===== config.mk =====
export PLATFORM = sky130hd
export DESIGN_NAME = multi_pin_debounce_lockout
export DESIGN_NICKNAME = d
export VERILOG_FILES = /design/src/rtl/mpdl_pkg.sv /design/src/rtl/mpdl_regs.sv /design/src/rtl/mpdl_pin_cell.sv /design/src/rtl/mpdl_counters.sv /design/src/rtl/multi_pin_debounce_lockout.sv
export SDC_FILE = /design/constraint.sdc
export NUM_CORES = 2
export LEC_CHECK = 0
export ABC_AREA = 1
export BUFFER_PORTS_ARGS = -buffer_cell sky130_fd_sc_hd__clkbuf_2
export CORE_ASPECT_RATIO = 1.4
export CORE_MARGIN = 4
export CORE_UTILIZATION = 45
export DETAILED_ROUTE_END_ITERATION = 8
export HOLD_SLACK_MARGIN = 0.1
export SETUP_SLACK_MARGIN = 0.15
export SLEW_MARGIN = 20
export SYNTH_ARGS = -nofsm -noshare
export SYNTH_HDL_FRONTEND = slang
export SYNTH_SLANG_ARGS = --single-unit
export TNS_END_PERCENT = 100

===== constraint.sdc =====
create_clock -name clk -period 7.9 [get_ports clk]
set_input_delay 0 -clock clk [delete_from_list [all_inputs] [get_ports clk]]
set_output_delay 0 -clock clk [all_outputs]
set_load 0.01 [all_outputs]

===== src/rtl/mpdl_pkg.sv =====
`timescale 1ns / 1ps
`default_nettype none
// ----------------------------------------------------------------------------
// mpdl_pkg
// Shared widths, codes and types of the lockout debouncer.
// ----------------------------------------------------------------------------
package mpdl_pkg;

  // field and bus widths
  localparam int MODE_W    = 2;
  localparam int TIME_IN_W = 32;
  localparam int PIN_W     = 8;
  localparam int QPIN_W    = 3;
  localparam int CTR_W     = 16;
  localparam int DEB_W     = 16;
  localparam int DATA_W    = 32;
  localparam int ADDR_W    = 3;
  localparam int REG_IDX_W = 1;

  // parameter defaults
  localparam int DEF_NUM_PINS   = 8;
  localparam int DEF_TIME_WIDTH = 32;

  // reset values and limits
  localparam logic [DEB_W-1:0] DEBOUNCE_RESET = DEB_W'(50);
  localparam logic [PIN_W-1:0] ENABLED_RESET  = '0;
  localparam logic [CTR_W-1:0] CTR_MAX        = '1;

  // item modes
  typedef enum logic [MODE_W-1:0] {
    MODE_SAMPLE     = 2'd0,
    MODE_QUERY      = 2'd1,
    MODE_RD_PHANTOM = 2'd2,
    MODE_RD_BOUNCE  = 2'd3
  } mode_t;

  // register indexes
  localparam logic [REG_IDX_W-1:0] REG_ENABLED  = 1'd0;
  localparam logic [REG_IDX_W-1:0] REG_DEBOUNCE = 1'd1;

  // command to one pin cell
  typedef struct packed {
    logic do_sample;
    logic do_query;
    logic level;
    logic want;
  } pin_cmd_t;

  // status back from one pin cell
  typedef struct packed {
    logic activity;
    logic bounce;
    logic hit;
  } pin_stat_t;

endpackage
`default_nettype wire


===== src/rtl/mpdl_regs.sv =====
`timescale 1ns / 1ps
`default_nettype none
// ----------------------------------------------------------------------------
// mpdl_regs
// Configuration registers on the APB-style port: pin enable mask and lockout.
// ----------------------------------------------------------------------------
module mpdl_regs (
  input  wire logic                        clk,
  input  wire logic                        rst,
  input  wire logic                        psel,
  input  wire logic                        penable,
  input  wire logic                        pwrite,
  input  wire logic [mpdl_pkg::ADDR_W-1:0] paddr,
  input  wire logic [mpdl_pkg::DATA_W-1:0] pwdata,
  output logic      [mpdl_pkg::DATA_W-1:0] prdata,
  output logic      [mpdl_pkg::PIN_W-1:0]  enabled_pins,
  output logic      [mpdl_pkg::DEB_W-1:0]  debounce_ms
);
  import mpdl_pkg::*;

  logic [REG_IDX_W-1:0] reg_idx;
  logic                 wr_beat;

  assign reg_idx = paddr[ADDR_W-1:2];
  assign wr_beat = psel && penable && pwrite;

  // register writes
  always_ff @(posedge clk) begin
    if (rst) begin
      enabled_pins <= ENABLED_RESET;
      debounce_ms  <= DEBOUNCE_RESET;
    end else if (wr_beat) begin
      case (reg_idx)
        REG_ENABLED:  enabled_pins <= pwdata[PIN_W-1:0];
        REG_DEBOUNCE: debounce_ms  <= pwdata[DEB_W-1:0];
        default: ;
      endcase
    end
  end

  // read mux
  always_comb begin
    case (reg_idx)
      REG_ENABLED:  prdata = DATA_W'(enabled_pins);
      REG_DEBOUNCE: prdata = DATA_W'(debounce_ms);
      default:      prdata = '0;
    endcase
  end

endmodule
`default_nettype wire


===== src/rtl/mpdl_pin_cell.sv =====
`timescale 1ns / 1ps
`default_nettype none
// ----------------------------------------------------------------------------
// mpdl_pin_cell
// State and next-state logic of one debounced pin: stable and pending level,
// event flag and lockout deadline.
// ----------------------------------------------------------------------------
module mpdl_pin_cell #(
  parameter int TIME_WIDTH = mpdl_pkg::DEF_TIME_WIDTH
) (
  input  wire logic                  clk,
  input  wire logic                  rst,
  input  wire mpdl_pkg::pin_cmd_t    cmd,
  input  wire logic [TIME_WIDTH-1:0] now,
  input  wire logic [TIME_WIDTH-1:0] debounce,
  output mpdl_pkg::pin_stat_t        stat
);
  import mpdl_pkg::*;

  logic                  stable;
  logic                  pend;
  logic                  ev;
  logic [TIME_WIDTH-1:0] lockout;

  logic                  stable_next;
  logic                  pend_next;
  logic                  ev_next;
  logic [TIME_WIDTH-1:0] lockout_next;

  logic                  expired;
  logic                  changed;
  logic                  hit_pre;
  logic                  hit_post;
  logic                  ev_mid;
  logic                  stable_mid;

  assign expired = now >= lockout;
  assign changed = cmd.level != stable;

  // sample and query updates
  always_comb begin
    stable_next  = stable;
    pend_next    = pend;
    ev_next      = ev;
    lockout_next = lockout;
    stat         = '0;
    hit_pre      = 1'b0;
    hit_post     = 1'b0;
    ev_mid       = ev;
    stable_mid   = stable;
    if (cmd.do_sample) begin
      if (expired) begin
        if (changed) begin
          ev_next      = 1'b1;
          lockout_next = now + debounce;
        end
        stat.activity = changed || (cmd.level != pend);
        stable_next   = cmd.level;
        pend_next     = cmd.level;
      end else begin
        stat.bounce = changed;
        pend_next   = cmd.level;
      end
    end else if (cmd.do_query) begin
      // report an event already latched at the wanted level
      if (stable == cmd.want) begin
        hit_pre = ev;
        ev_mid  = 1'b0;
      end
      // promote the pending level once the lockout is over
      if (expired) begin
        ev_mid       = pend != stable;
        stable_mid   = pend;
        lockout_next = lockout + debounce;
      end
      if (stable_mid == cmd.want) begin
        hit_post = ev_mid;
        ev_mid   = 1'b0;
      end
      stat.hit    = hit_pre || hit_post;
      ev_next     = ev_mid;
      stable_next = stable_mid;
    end
  end

  // pin state
  always_ff @(posedge clk) begin
    if (rst) begin
      stable  <= 1'b1;
      pend    <= 1'b1;
      ev      <= 1'b0;
      lockout <= '0;
    end else begin
      stable  <= stable_next;
      pend    <= pend_next;
      ev      <= ev_next;
      lockout <= lockout_next;
    end
  end

endmodule
`default_nettype wire


===== src/rtl/mpdl_counters.sv =====
`timescale 1ns / 1ps
`default_nettype none
// ----------------------------------------------------------------------------
// mpdl_counters
// Saturating phantom and bounce counters with read-clear.
// ----------------------------------------------------------------------------
module mpdl_counters #(
  parameter int NUM = mpdl_pkg::PIN_W
) (
  input  wire logic                       clk,
  input  wire logic                       rst,
  input  wire logic                       phantom_inc,
  input  wire logic [NUM-1:0]             bounce_vec,
  input  wire logic                       phantom_clr,
  input  wire logic                       bounce_clr,
  output logic      [mpdl_pkg::CTR_W-1:0] phantom_count,
  output logic      [mpdl_pkg::CTR_W-1:0] bounce_count
);
  import mpdl_pkg::*;

  localparam int CW = $clog2(NUM + 1);

  logic [CW-1:0]    bounce_cnt;
  logic [CTR_W:0]   bounce_sum;
  logic [CTR_W-1:0] bounce_count_next;
  logic [CTR_W-1:0] phantom_count_next;

  // bounces in this beat
  always_comb begin
    bounce_cnt = '0;
    for (int i = 0; i < NUM; i++) begin
      bounce_cnt = bounce_cnt + CW'(bounce_vec[i]);
    end
  end

  // saturating updates
  assign bounce_sum = {1'b0, bounce_count} + (CTR_W + 1)'(bounce_cnt);

  always_comb begin
    if (bounce_clr) begin
      bounce_count_next = '0;
    end else if (bounce_sum[CTR_W]) begin
      bounce_count_next = CTR_MAX;
    end else begin
      bounce_count_next = bounce_sum[CTR_W-1:0];
    end
    if (phantom_clr) begin
      phantom_count_next = '0;
    end else if (phantom_inc && (phantom_count != CTR_MAX)) begin
      phantom_count_next = phantom_count + CTR_W'(1);
    end else begin
      phantom_count_next = phantom_count;
    end
  end

  always_ff @(posedge clk) begin
    if (rst) begin
      phantom_count <= '0;
      bounce_count  <= '0;
    end else begin
      phantom_count <= phantom_count_next;
      bounce_count  <= bounce_count_next;
    end
  end

endmodule
`default_nettype wire


===== src/rtl/multi_pin_debounce_lockout.sv =====
`timescale 1ns / 1ps
`default_nettype none
// ----------------------------------------------------------------------------
// multi_pin_debounce_lockout
// Lockout debouncer for up to eight button lines with event query and
// read-clear phantom and bounce counters.
// ----------------------------------------------------------------------------
// Takes one beat per clock cycle, every cycle, as long as results are drained.
// A beat is held in an input register, worked combinationally by the per-pin
// cells and the counters, and a query or counter read lands in the result
// register. Sample beats give no result. Only a full result register with
// out_ready low stalls the input. The lockout compare and add in each pin
// cell is TIME_WIDTH bits wide and sets the critical path. The user must write
// configuration over the APB-style port only while the block is idle; the
// block itself does not enforce this.
module multi_pin_debounce_lockout #(
  parameter int NUM_PINS   = mpdl_pkg::DEF_NUM_PINS,
  parameter int TIME_WIDTH = mpdl_pkg::DEF_TIME_WIDTH
) (
  input  wire logic                           clk,
  input  wire logic                           rst,
  // configuration port
  input  wire logic                           psel,
  input  wire logic                           penable,
  input  wire logic                           pwrite,
  input  wire logic [mpdl_pkg::ADDR_W-1:0]    paddr,
  input  wire logic [mpdl_pkg::DATA_W-1:0]    pwdata,
  output logic      [mpdl_pkg::DATA_W-1:0]    prdata,
  output logic                                pready,
  // input channel
  input  wire logic                           in_valid,
  output logic                                in_ready,
  input  wire logic [mpdl_pkg::MODE_W-1:0]    mode,
  input  wire logic [mpdl_pkg::TIME_IN_W-1:0] now_ms,
  input  wire logic [mpdl_pkg::PIN_W-1:0]     pin_levels,
  input  wire logic [mpdl_pkg::QPIN_W-1:0]    query_pin,
  input  wire logic                           want_level,
  // output channel
  output logic                                out_valid,
  input  wire logic                           out_ready,
  output logic                                pressed,
  output logic      [mpdl_pkg::CTR_W-1:0]     count_value
);
  import mpdl_pkg::*;

  // pins that can ever be enabled
  localparam int ACT_PINS = (NUM_PINS < PIN_W) ? NUM_PINS : PIN_W;

  logic [PIN_W-1:0]      enabled_pins;
  logic [DEB_W-1:0]      debounce_ms;

  logic                  s1_valid;
  mode_t                 s1_mode;
  logic [TIME_IN_W-1:0]  s1_now;
  logic [PIN_W-1:0]      s1_levels;
  logic [QPIN_W-1:0]     s1_qpin;
  logic                  s1_want;

  logic                  fire;
  logic                  has_result;
  logic [TIME_WIDTH-1:0] now_t;
  logic [TIME_WIDTH-1:0] deb_t;

  pin_cmd_t              cmd      [ACT_PINS];
  pin_stat_t             stat     [ACT_PINS];
  logic [ACT_PINS-1:0]   activity_vec;
  logic [ACT_PINS-1:0]   bounce_vec;
  logic [ACT_PINS-1:0]   hit_vec;

  logic                  phantom_inc;
  logic [CTR_W-1:0]      phantom_count;
  logic [CTR_W-1:0]      bounce_count;

  assign pready = 1'b1;

  mpdl_regs u_regs (
    .clk          (clk),
    .rst          (rst),
    .psel         (psel),
    .penable      (penable),
    .pwrite       (pwrite),
    .paddr        (paddr),
    .pwdata       (pwdata),
    .prdata       (prdata),
    .enabled_pins (enabled_pins),
    .debounce_ms  (debounce_ms)
  );

  // handshake: samples never wait on the result register
  assign has_result = s1_mode != MODE_SAMPLE;
  assign fire       = s1_valid && (!has_result || !out_valid || out_ready);
  assign in_ready   = !s1_valid || fire;

  // input register
  always_ff @(posedge clk) begin
    if (rst) begin
      s1_valid <= 1'b0;
    end else if (in_ready) begin
      s1_valid <= in_valid;
    end
  end

  always_ff @(posedge clk) begin
    if (in_ready && in_valid) begin
      s1_mode   <= mode_t'(mode);
      s1_now    <= now_ms;
      s1_levels <= pin_levels;
      s1_qpin   <= query_pin;
      s1_want   <= want_level;
    end
  end

  // time values at the lockout width
  assign now_t = TIME_WIDTH'(s1_now);
  assign deb_t = TIME_WIDTH'(debounce_ms);

  // per-pin cells
  for (genvar i = 0; i < ACT_PINS; i++) begin : g_pin
    always_comb begin
      cmd[i].do_sample = fire && (s1_mode == MODE_SAMPLE) && enabled_pins[i];
      cmd[i].do_query  = fire && (s1_mode == MODE_QUERY) && enabled_pins[i]
                         && (s1_qpin == QPIN_W'(i));
      cmd[i].level     = s1_levels[i];
      cmd[i].want      = s1_want;
    end

    mpdl_pin_cell #(
      .TIME_WIDTH (TIME_WIDTH)
    ) u_cell (
      .clk      (clk),
      .rst      (rst),
      .cmd      (cmd[i]),
      .now      (now_t),
      .debounce (deb_t),
      .stat     (stat[i])
    );

    assign activity_vec[i] = stat[i].activity;
    assign bounce_vec[i]   = stat[i].bounce;
    assign hit_vec[i]      = stat[i].hit;
  end

  // a sample with no change and no bounce on any pin is a phantom
  assign phantom_inc = fire && (s1_mode == MODE_SAMPLE)
                       && !(|activity_vec) && !(|bounce_vec);

  mpdl_counters #(
    .NUM (ACT_PINS)
  ) u_counters (
    .clk           (clk),
    .rst           (rst),
    .phantom_inc   (phantom_inc),
    .bounce_vec    (bounce_vec),
    .phantom_clr   (fire && (s1_mode == MODE_RD_PHANTOM)),
    .bounce_clr    (fire && (s1_mode == MODE_RD_BOUNCE)),
    .phantom_count (phantom_count),
    .bounce_count  (bounce_count)
  );

  // result register
  always_ff @(posedge clk) begin
    if (rst) begin
      out_valid <= 1'b0;
    end else if (fire && has_result) begin
      out_valid <= 1'b1;
    end else if (out_ready) begin
      out_valid <= 1'b0;
    end
  end

  always_ff @(posedge clk) begin
    if (fire && has_result) begin
      case (s1_mode)
        MODE_QUERY: begin
          pressed     <= |hit_vec;
          count_value <= '0;
        end
        MODE_RD_PHANTOM: begin
          pressed     <= 1'b0;
          count_value <= phantom_count;
        end
        MODE_RD_BOUNCE: begin
          pressed     <= 1'b0;
          count_value <= bounce_count;
        end
        default: begin
          pressed     <= 1'b0;
          count_value <= '0;
        end
      endcase
    end
  end

endmodule
`default_nettype wire

---- Word-level counts from Yosys, hierarchy flattened ----
Cells that the tools add are included.
cells by class
  $add $sub $neg .......................... 18
  multipliers ............................. 0
  divide/modulo/power cells ............... 0
  order comparisons ....................... 8
  equality and inequality tests ........... 67
  shift-type cells ........................ 0
  mux-type cells .......................... 237
  bitwise gates (word level) .............. 1
  reduce and logical (&&, ||, !) cells .... 103
operators with widths
  operator                                                                 count
  32-bit two-way mux                                                       40
  32-bit by 16-bit adder with 32-bit output                                9
  32-bit greater-or-equal comparator                                       8
  1-bit two-way mux                                                        186
  32-bit case mux with 2 select lines                                      1
  3-bit AND reduction                                                      16
  1-bit logical AND                                                        36
  2-bit by 1-bit inequality test with 1-bit output, second input constant  16
  16-bit case mux with 2 select lines                                      1
  4-bit by 1-bit adder with 4-bit output                                   6
  1-bit inequality test                                                    24
  8-bit OR reduction                                                       3
  2-bit AND reduction                                                      10
  2-bit nonzero test                                                       10
  1-bit logical OR                                                         19
  16-bit by 4-bit adder with 17-bit output                                 1
  16-bit by 1-bit adder with 16-bit output, second input constant          1
  1-bit equality test                                                      16
  16-bit two-way mux                                                       1
  2-bit two-way mux                                                        8
  16-bit inequality test, second input constant                            1
  3-bit equality test, second input constant                               4
  3-bit by 2-bit equality test with 1-bit output, second input constant    2
  1-bit zero test                                                          5
  8 further kinds                                                          10
word-level totals
  flip-flop bits (word level) ............. 401
  bits in latches ......................... 0
  RAM bits ................................ 0
  memory bits (read-only) ................. 0
  output and inout port bits .............. 52
  memories ................................ 0

---- Longest topological paths before layout ----
  depth after elaboration ................. 18
  depth in mapped cells ................... 34
  mapped depth without buffers ............ 34

---- Hierarchy ----
From an unflattened synthesis, not the netlist that was laid out.
second synthesis, totals
  cell total of the unflattened synthesis .. 6125
  area total of the unflattened synthesis .. 40696.5 µm²
by module, submodules not included
  module                                instances  cells an instance  area each (µm²)  seq. area each (µm²)
  mpdl_pin_cell at g_pin[0].u_cell ...  5          671                4327.9           700.7
  mpdl_pin_cell at g_pin[1].u_cell ...  2          673                4374.2           700.7
  mpdl_pin_cell at g_pin[7].u_cell      1          695                4374.2           700.7
  multi_pin_debounce_lockout            1          206                2585.0           1931.9
  mpdl_counters                         1          315                2072.0           640.6
  mpdl_regs                             1          208                1277.5           480.5

---- Worst setup path after synthesis ----
OpenSTA, ideal clock, no wires.
  path type ............................... reg-to-reg
  from .................................... reg s1_now[29] (netlist: now_t[29])
  to ...................................... reg u_counters.bounce_count[11] (netlist bit)
  arrival time ............................ 5.736 ns
  data required time ...................... 7.843 ns
  path slack .............................. 2.107 ns
  cell stages (with the launch flop) ...... 27
  path through ............................ edfxtp_1 ha_1 a21oi_1 nor2_1 nor3b_1 nand2_1 nor2_1 nand2_1 nor2_1 ha_1 inv_1 fa_1 fa_1 fa_1 fa_1 fa_1 o21ai_1 nand2_1 nor2_1 nand3_1 nor3_1 inv_1 nor2_1 nand3_1 inv_1 o21ai_0 inv_1
on the way
  word-level cells in the longest chain between the ends .. 12
  elaborated cells on any way between the ends .. 33
  classes of those cells .................. add/sub (8); order compare (8); mux (17)
RTL lines
  item                                                 line                               source
  from (decl)                                          multi_pin_debounce_lockout.sv:54   logic [TIME_IN_W-1:0] s1_now;
  from (signal assigned)                               multi_pin_debounce_lockout.sv:106  s1_now <= now_ms;
  32-bit greater-or-equal comparator                   mpdl_pin_cell.sv:37                assign expired = now >= lockout;
  1-bit two-way mux                                    mpdl_pin_cell.sv:52                if (expired) begin
  2-bit two-way mux                                    mpdl_pin_cell.sv:51                if (cmd.do_sample) begin
  1-bit by 1-bit adder with 2-bit output               mpdl_counters.sv:32                bounce_cnt = bounce_cnt + CW'(bounce_vec[i]);
  4-bit by 1-bit adder with 4-bit output (5 in a row)  mpdl_counters.sv:32
  4-bit by 1-bit adder with 4-bit output (*)           mpdl_counters.sv:32
  16-bit by 4-bit adder with 17-bit output (*)         mpdl_counters.sv:37                assign bounce_sum = {1'b0, bounce_count} + (CTR_W + 1)'(bounce_cnt);
  16-bit two-way mux (*)                               mpdl_counters.sv:42                end else if (bounce_sum[CTR_W]) begin
  to (signal assigned)                                 mpdl_counters.sv:62                bounce_count <= bounce_count_next;
  to (decl)                                            mpdl_counters.sv:17                output logic [mpdl_pkg::CTR_W-1:0] bounce_count
Every way passes the cells marked *; elsewhere a longest branch is shown, timed or not.
A chain may end at the register's enable or synchronous reset.

---- Worst setup path after layout ----
  from .................................... reg s1_now[1] (netlist: now_t[1])
  to ...................................... reg u_counters.bounce_count[9] (netlist bit)
Same word-level chain as after synthesis.

==> summary.md <==
| Metric | Value |
|---|---|
| Status | `finished, final reports clean` |
| Worst Setup SP | `now_t[1]` |
| # IOs | `140` |
| Multi-input gate area | `0.0236 mm²` |
| Top-count cell post-synth | `nand2_1` |
| Crit-path slowest cell | `edfxtp_1` |
| Cell leakage power | `16.7 nW` |
| Pre-CTS setup slack | `1.03 ns` |
| Worst-margin pin slew | `1.26 ns` |
| Setup Viol. Count Final | `0` |
| Distinct cell type count after synthesis | `60` |
| Post-synthesis sequential area ratio | `0.246` |
| Largest net degree at the start of global routing | `73` |
| First-pass DRT Iterations | `9` |
| DP HPWL | `106 mm` |
| Starting Density | `0.453` |
| Cell repeated most along the worst path | `nand2_1` |
| Slew headroom | `0.161` |
| Total GRT Usage | `0.327` |
| Post-CTS Setup Inserts | `0` |
| Worst R2R Start | `now_t[1]` |
| Iter 0 DRT Violations | `3006` |
| Rows | `121` |
| GP Congestion | `1.05` |
| Area Overhead vs Synth | `12.6%` |
| TritonCTS Buffers | `48` |
| Avg Cell Area, Syn | `6.72 µm²` |
| Hold Crit Class | `in2reg` |
| Peak supply drop | `0.152 mV` |
| Req. time, crit path | `8.49 ns` |
| Clk_lat worst skew | `0.65 ns` |
| Die height | `339 µm` |
| Prevailing post-synth register cell | `dfxtp_1` |
| Pwr/cell area | `131 mW/mm²` |
| Synth Cell Area | `0.0353 mm²` |
| Async set or reset register ratio after synthesis | `0` |
| Final worst-path cycle share | `0.893` |
| Die width | `245 µm` |
| Port buffer count | `104` |
| Cells after Synth | `5249` |
| Final Slew Violations | `0` |
| Clock Skew | `0.0170 ns` |
| Routed WL | `141 mm` |
| Die footprint | `0.0830 mm²` |
| # fillers | `8054` |
| Top cell type's share of synthesized area | `0.192` |
| CP Class | `reg2reg` |
| Max Freq | `0.142 GHz` |
| Residual DRC | `0` |
| Commonest cells in the netlist | `1150 x nand2_1, 657 x a21oi_1, 587 x inv_1` |
| Initial antenna violation count | `1` |
| H-tree level count | `2` |
| Wirelength per Cell | `21.7 µm` |
| Fin worst setup slack | `0.846 ns` |
| WP data arrival | `7.64 ns` |
| CTS tree | `built` |
| Grt ovf | `0` |
| Number of global-route vias before repair | `36200` |
| Min-delay src | `now_ms[20]` |
| Routed vias | `37700` |
| Seq. cell area | `0.00866 mm²` |
| Reg clk slew, reported paths | `0.06 ns` |
| Leading area contributor after synthesis | `dfxtp_1` |
| Layout cells sized above 1 | `0.0616` |
| Sink Count | `401` |
| Max Fanout on Critical Path | `8` |
| Synthesis Warnings | `0` |
| Clock root cell | `clkbuf_16` |
| Maximum clock path buffer count | `3` |
| Max-cap violations | `0` |
| Max incr delay on CP | `0.60 ns` |
| RSZ-0062 raised after global routing | `false` |
| Critical Path Start Type | `register` |
| Synth top area cells | `dfxtp_1 19%, ha_1 15%, nand2_1 12%` |
| Fin. Hold Viols | `0` |
| Nets | `5944` |
| Flip-flop and latch count after synthesis | `401` |
| Core Footprint | `0.0778 mm²` |
| Setup TNS | `0 ns` |
| Remaining antenna violation count | `0` |
| First-pass GRT wire length | `210 mm` |
| Post-DR vias/cell | `5.79` |
| Period minus WS final | `7.05 ns` |
| Setup crit end kind | `register` |
| EDFF count, synth | `63` |
-- flip-flops by register name, indices dropped and copies added (netlist names) --
register and flops:
g_pin.u_cell.lockout 256, now_t 32, count_value 16, u_counters.bounce_count 16, u_counters.phantom_count 16, u_regs.debounce_ms 16
g_pin.u_cell.ev 8, g_pin.u_cell.pend 8, g_pin.u_cell.stable 8, s1_levels 8, u_regs.enabled_pins 8, s1_qpin 3
s1_mode 2, out_valid 1, pressed 1, s1_valid 1, s1_want 1
-- power by group --
group | internal (mW) | switching, mW
combinational | 0.233 | 0.468
clock | 1.33 | 1.03
sequential | 2.10 | 0.0597
-- cells in the final DEF (no fill, tap or decap), types with 8 or more instances in the layout --
master,synthesis,routed
a211oi_1,20,20
a21o_1,19,19
a21oi_1,657,657
a221oi_1,18,18
a31oi_1,28,28
buf_4,22,83
clkbuf_1,114,9
clkbuf_16,0,48
clkbuf_2,2,103
clkinv_2,1,13
conb_1,2,17
dfxtp_1,338,338
dlygate4sd3_1,0,113
edfxtp_1,63,63
fa_1,14,14
ha_1,409,409
inv_1,587,585
inv_2,12,13
nand2_1,1150,1150
nand3_1,298,298
nand3b_1,21,21
nand4_1,92,92
nor2_1,334,334
nor2_4,6,8
nor3_1,89,89
nor4_1,35,35
o211ai_1,16,16
o21a_1,19,19
o21ai_0,494,494
o21ai_1,21,20
o21bai_1,18,18
o22ai_1,21,21
o31ai_1,13,13
or2_2,16,16
xnor2_1,57,54
xor2_1,144,140
-- critical path: cells and delay by family (launching register included) --
family                     cells  cell delay (ns)
AOI/OAI and AO/OA              2             0.38
buffers and inverters          4             0.52
DFF                            1             0.60
adders and majority gates      7             3.10
and+or+nand+nor               17             2.41
-- path summary, 6_finish.rpt --
| check | to | slack [ns] | cells after the start |
|---|---|---|---|
| min reg2reg | g_pin[3].u_cell.lockout[31] | 0.46 | 2 |
| min | now_t[20] | 0.13 | 2 |
| max | u_counters.bounce_count[9] | 0.85 | 30 |
| max reg2reg | u_counters.bounce_count[9] | 0.85 | 30 |
-- repair_timing --
action                    4_1_cts  5_1_grt
hold buffers                  113        0
resized for setup               0        0
hold endpoints to repair      107        0
-- logic make-up after synthesis --
| logic type | Yosys count | share of synthesized area |
|---|---|---|
| flip-flops | 401 | 0.246 |
| AND/OR/NAND/NOR | 2072 | 0.255 |
| buffers and inverters | 783 | 0.0889 |
| other | 2 | 0.000213 |
| adder cells (fa/ha/maj) | 423 | 0.153 |
| AO/OA/AOI/OAI | 1367 | 0.208 |
| XOR/XNOR | 201 | 0.0499 |
-- per-stage QoR --
stage	hold slack [ns]	cells	utilization	instance area, µm²	power [mW]
after floorplan	0.0989	5264	-	35300	2.56
after global placement	0.177	6315	0.475	37000	2.84
after detailed placement	0.179	6315	0.475	37000	2.85
after CTS	0.104	6516	0.510	39700	5.25
after global routing	0.108	6516	0.510	39700	5.40
final	0.132	6517	0.510	39700	5.22
-- routing by layer --
layer | part of all wire | track usage | vias up
met4 | 0.084 | 0.226 | 0
met2 | 0.48 | 0.567 | 1507
met5 | 0 | 0 | -
li1 | - | - | 18200
met3 | 0.065 | 0.0359 | 487
met1 | 0.38 | 0.377 | 17500
-- layout make-up --
class                           count  share of cell area
Multi-Input combinational cell   4080               0.594
Sequential cell                   401               0.218
Timing Repair Buffer              300              0.0575
Inverter                          602              0.0572
Tap cell                         1045              0.0329
Clock buffer                       58              0.0315
Clock inverter                     30             0.00839
Antenna cell                        1           0.0000630
(Power assumes the default switching activity.)
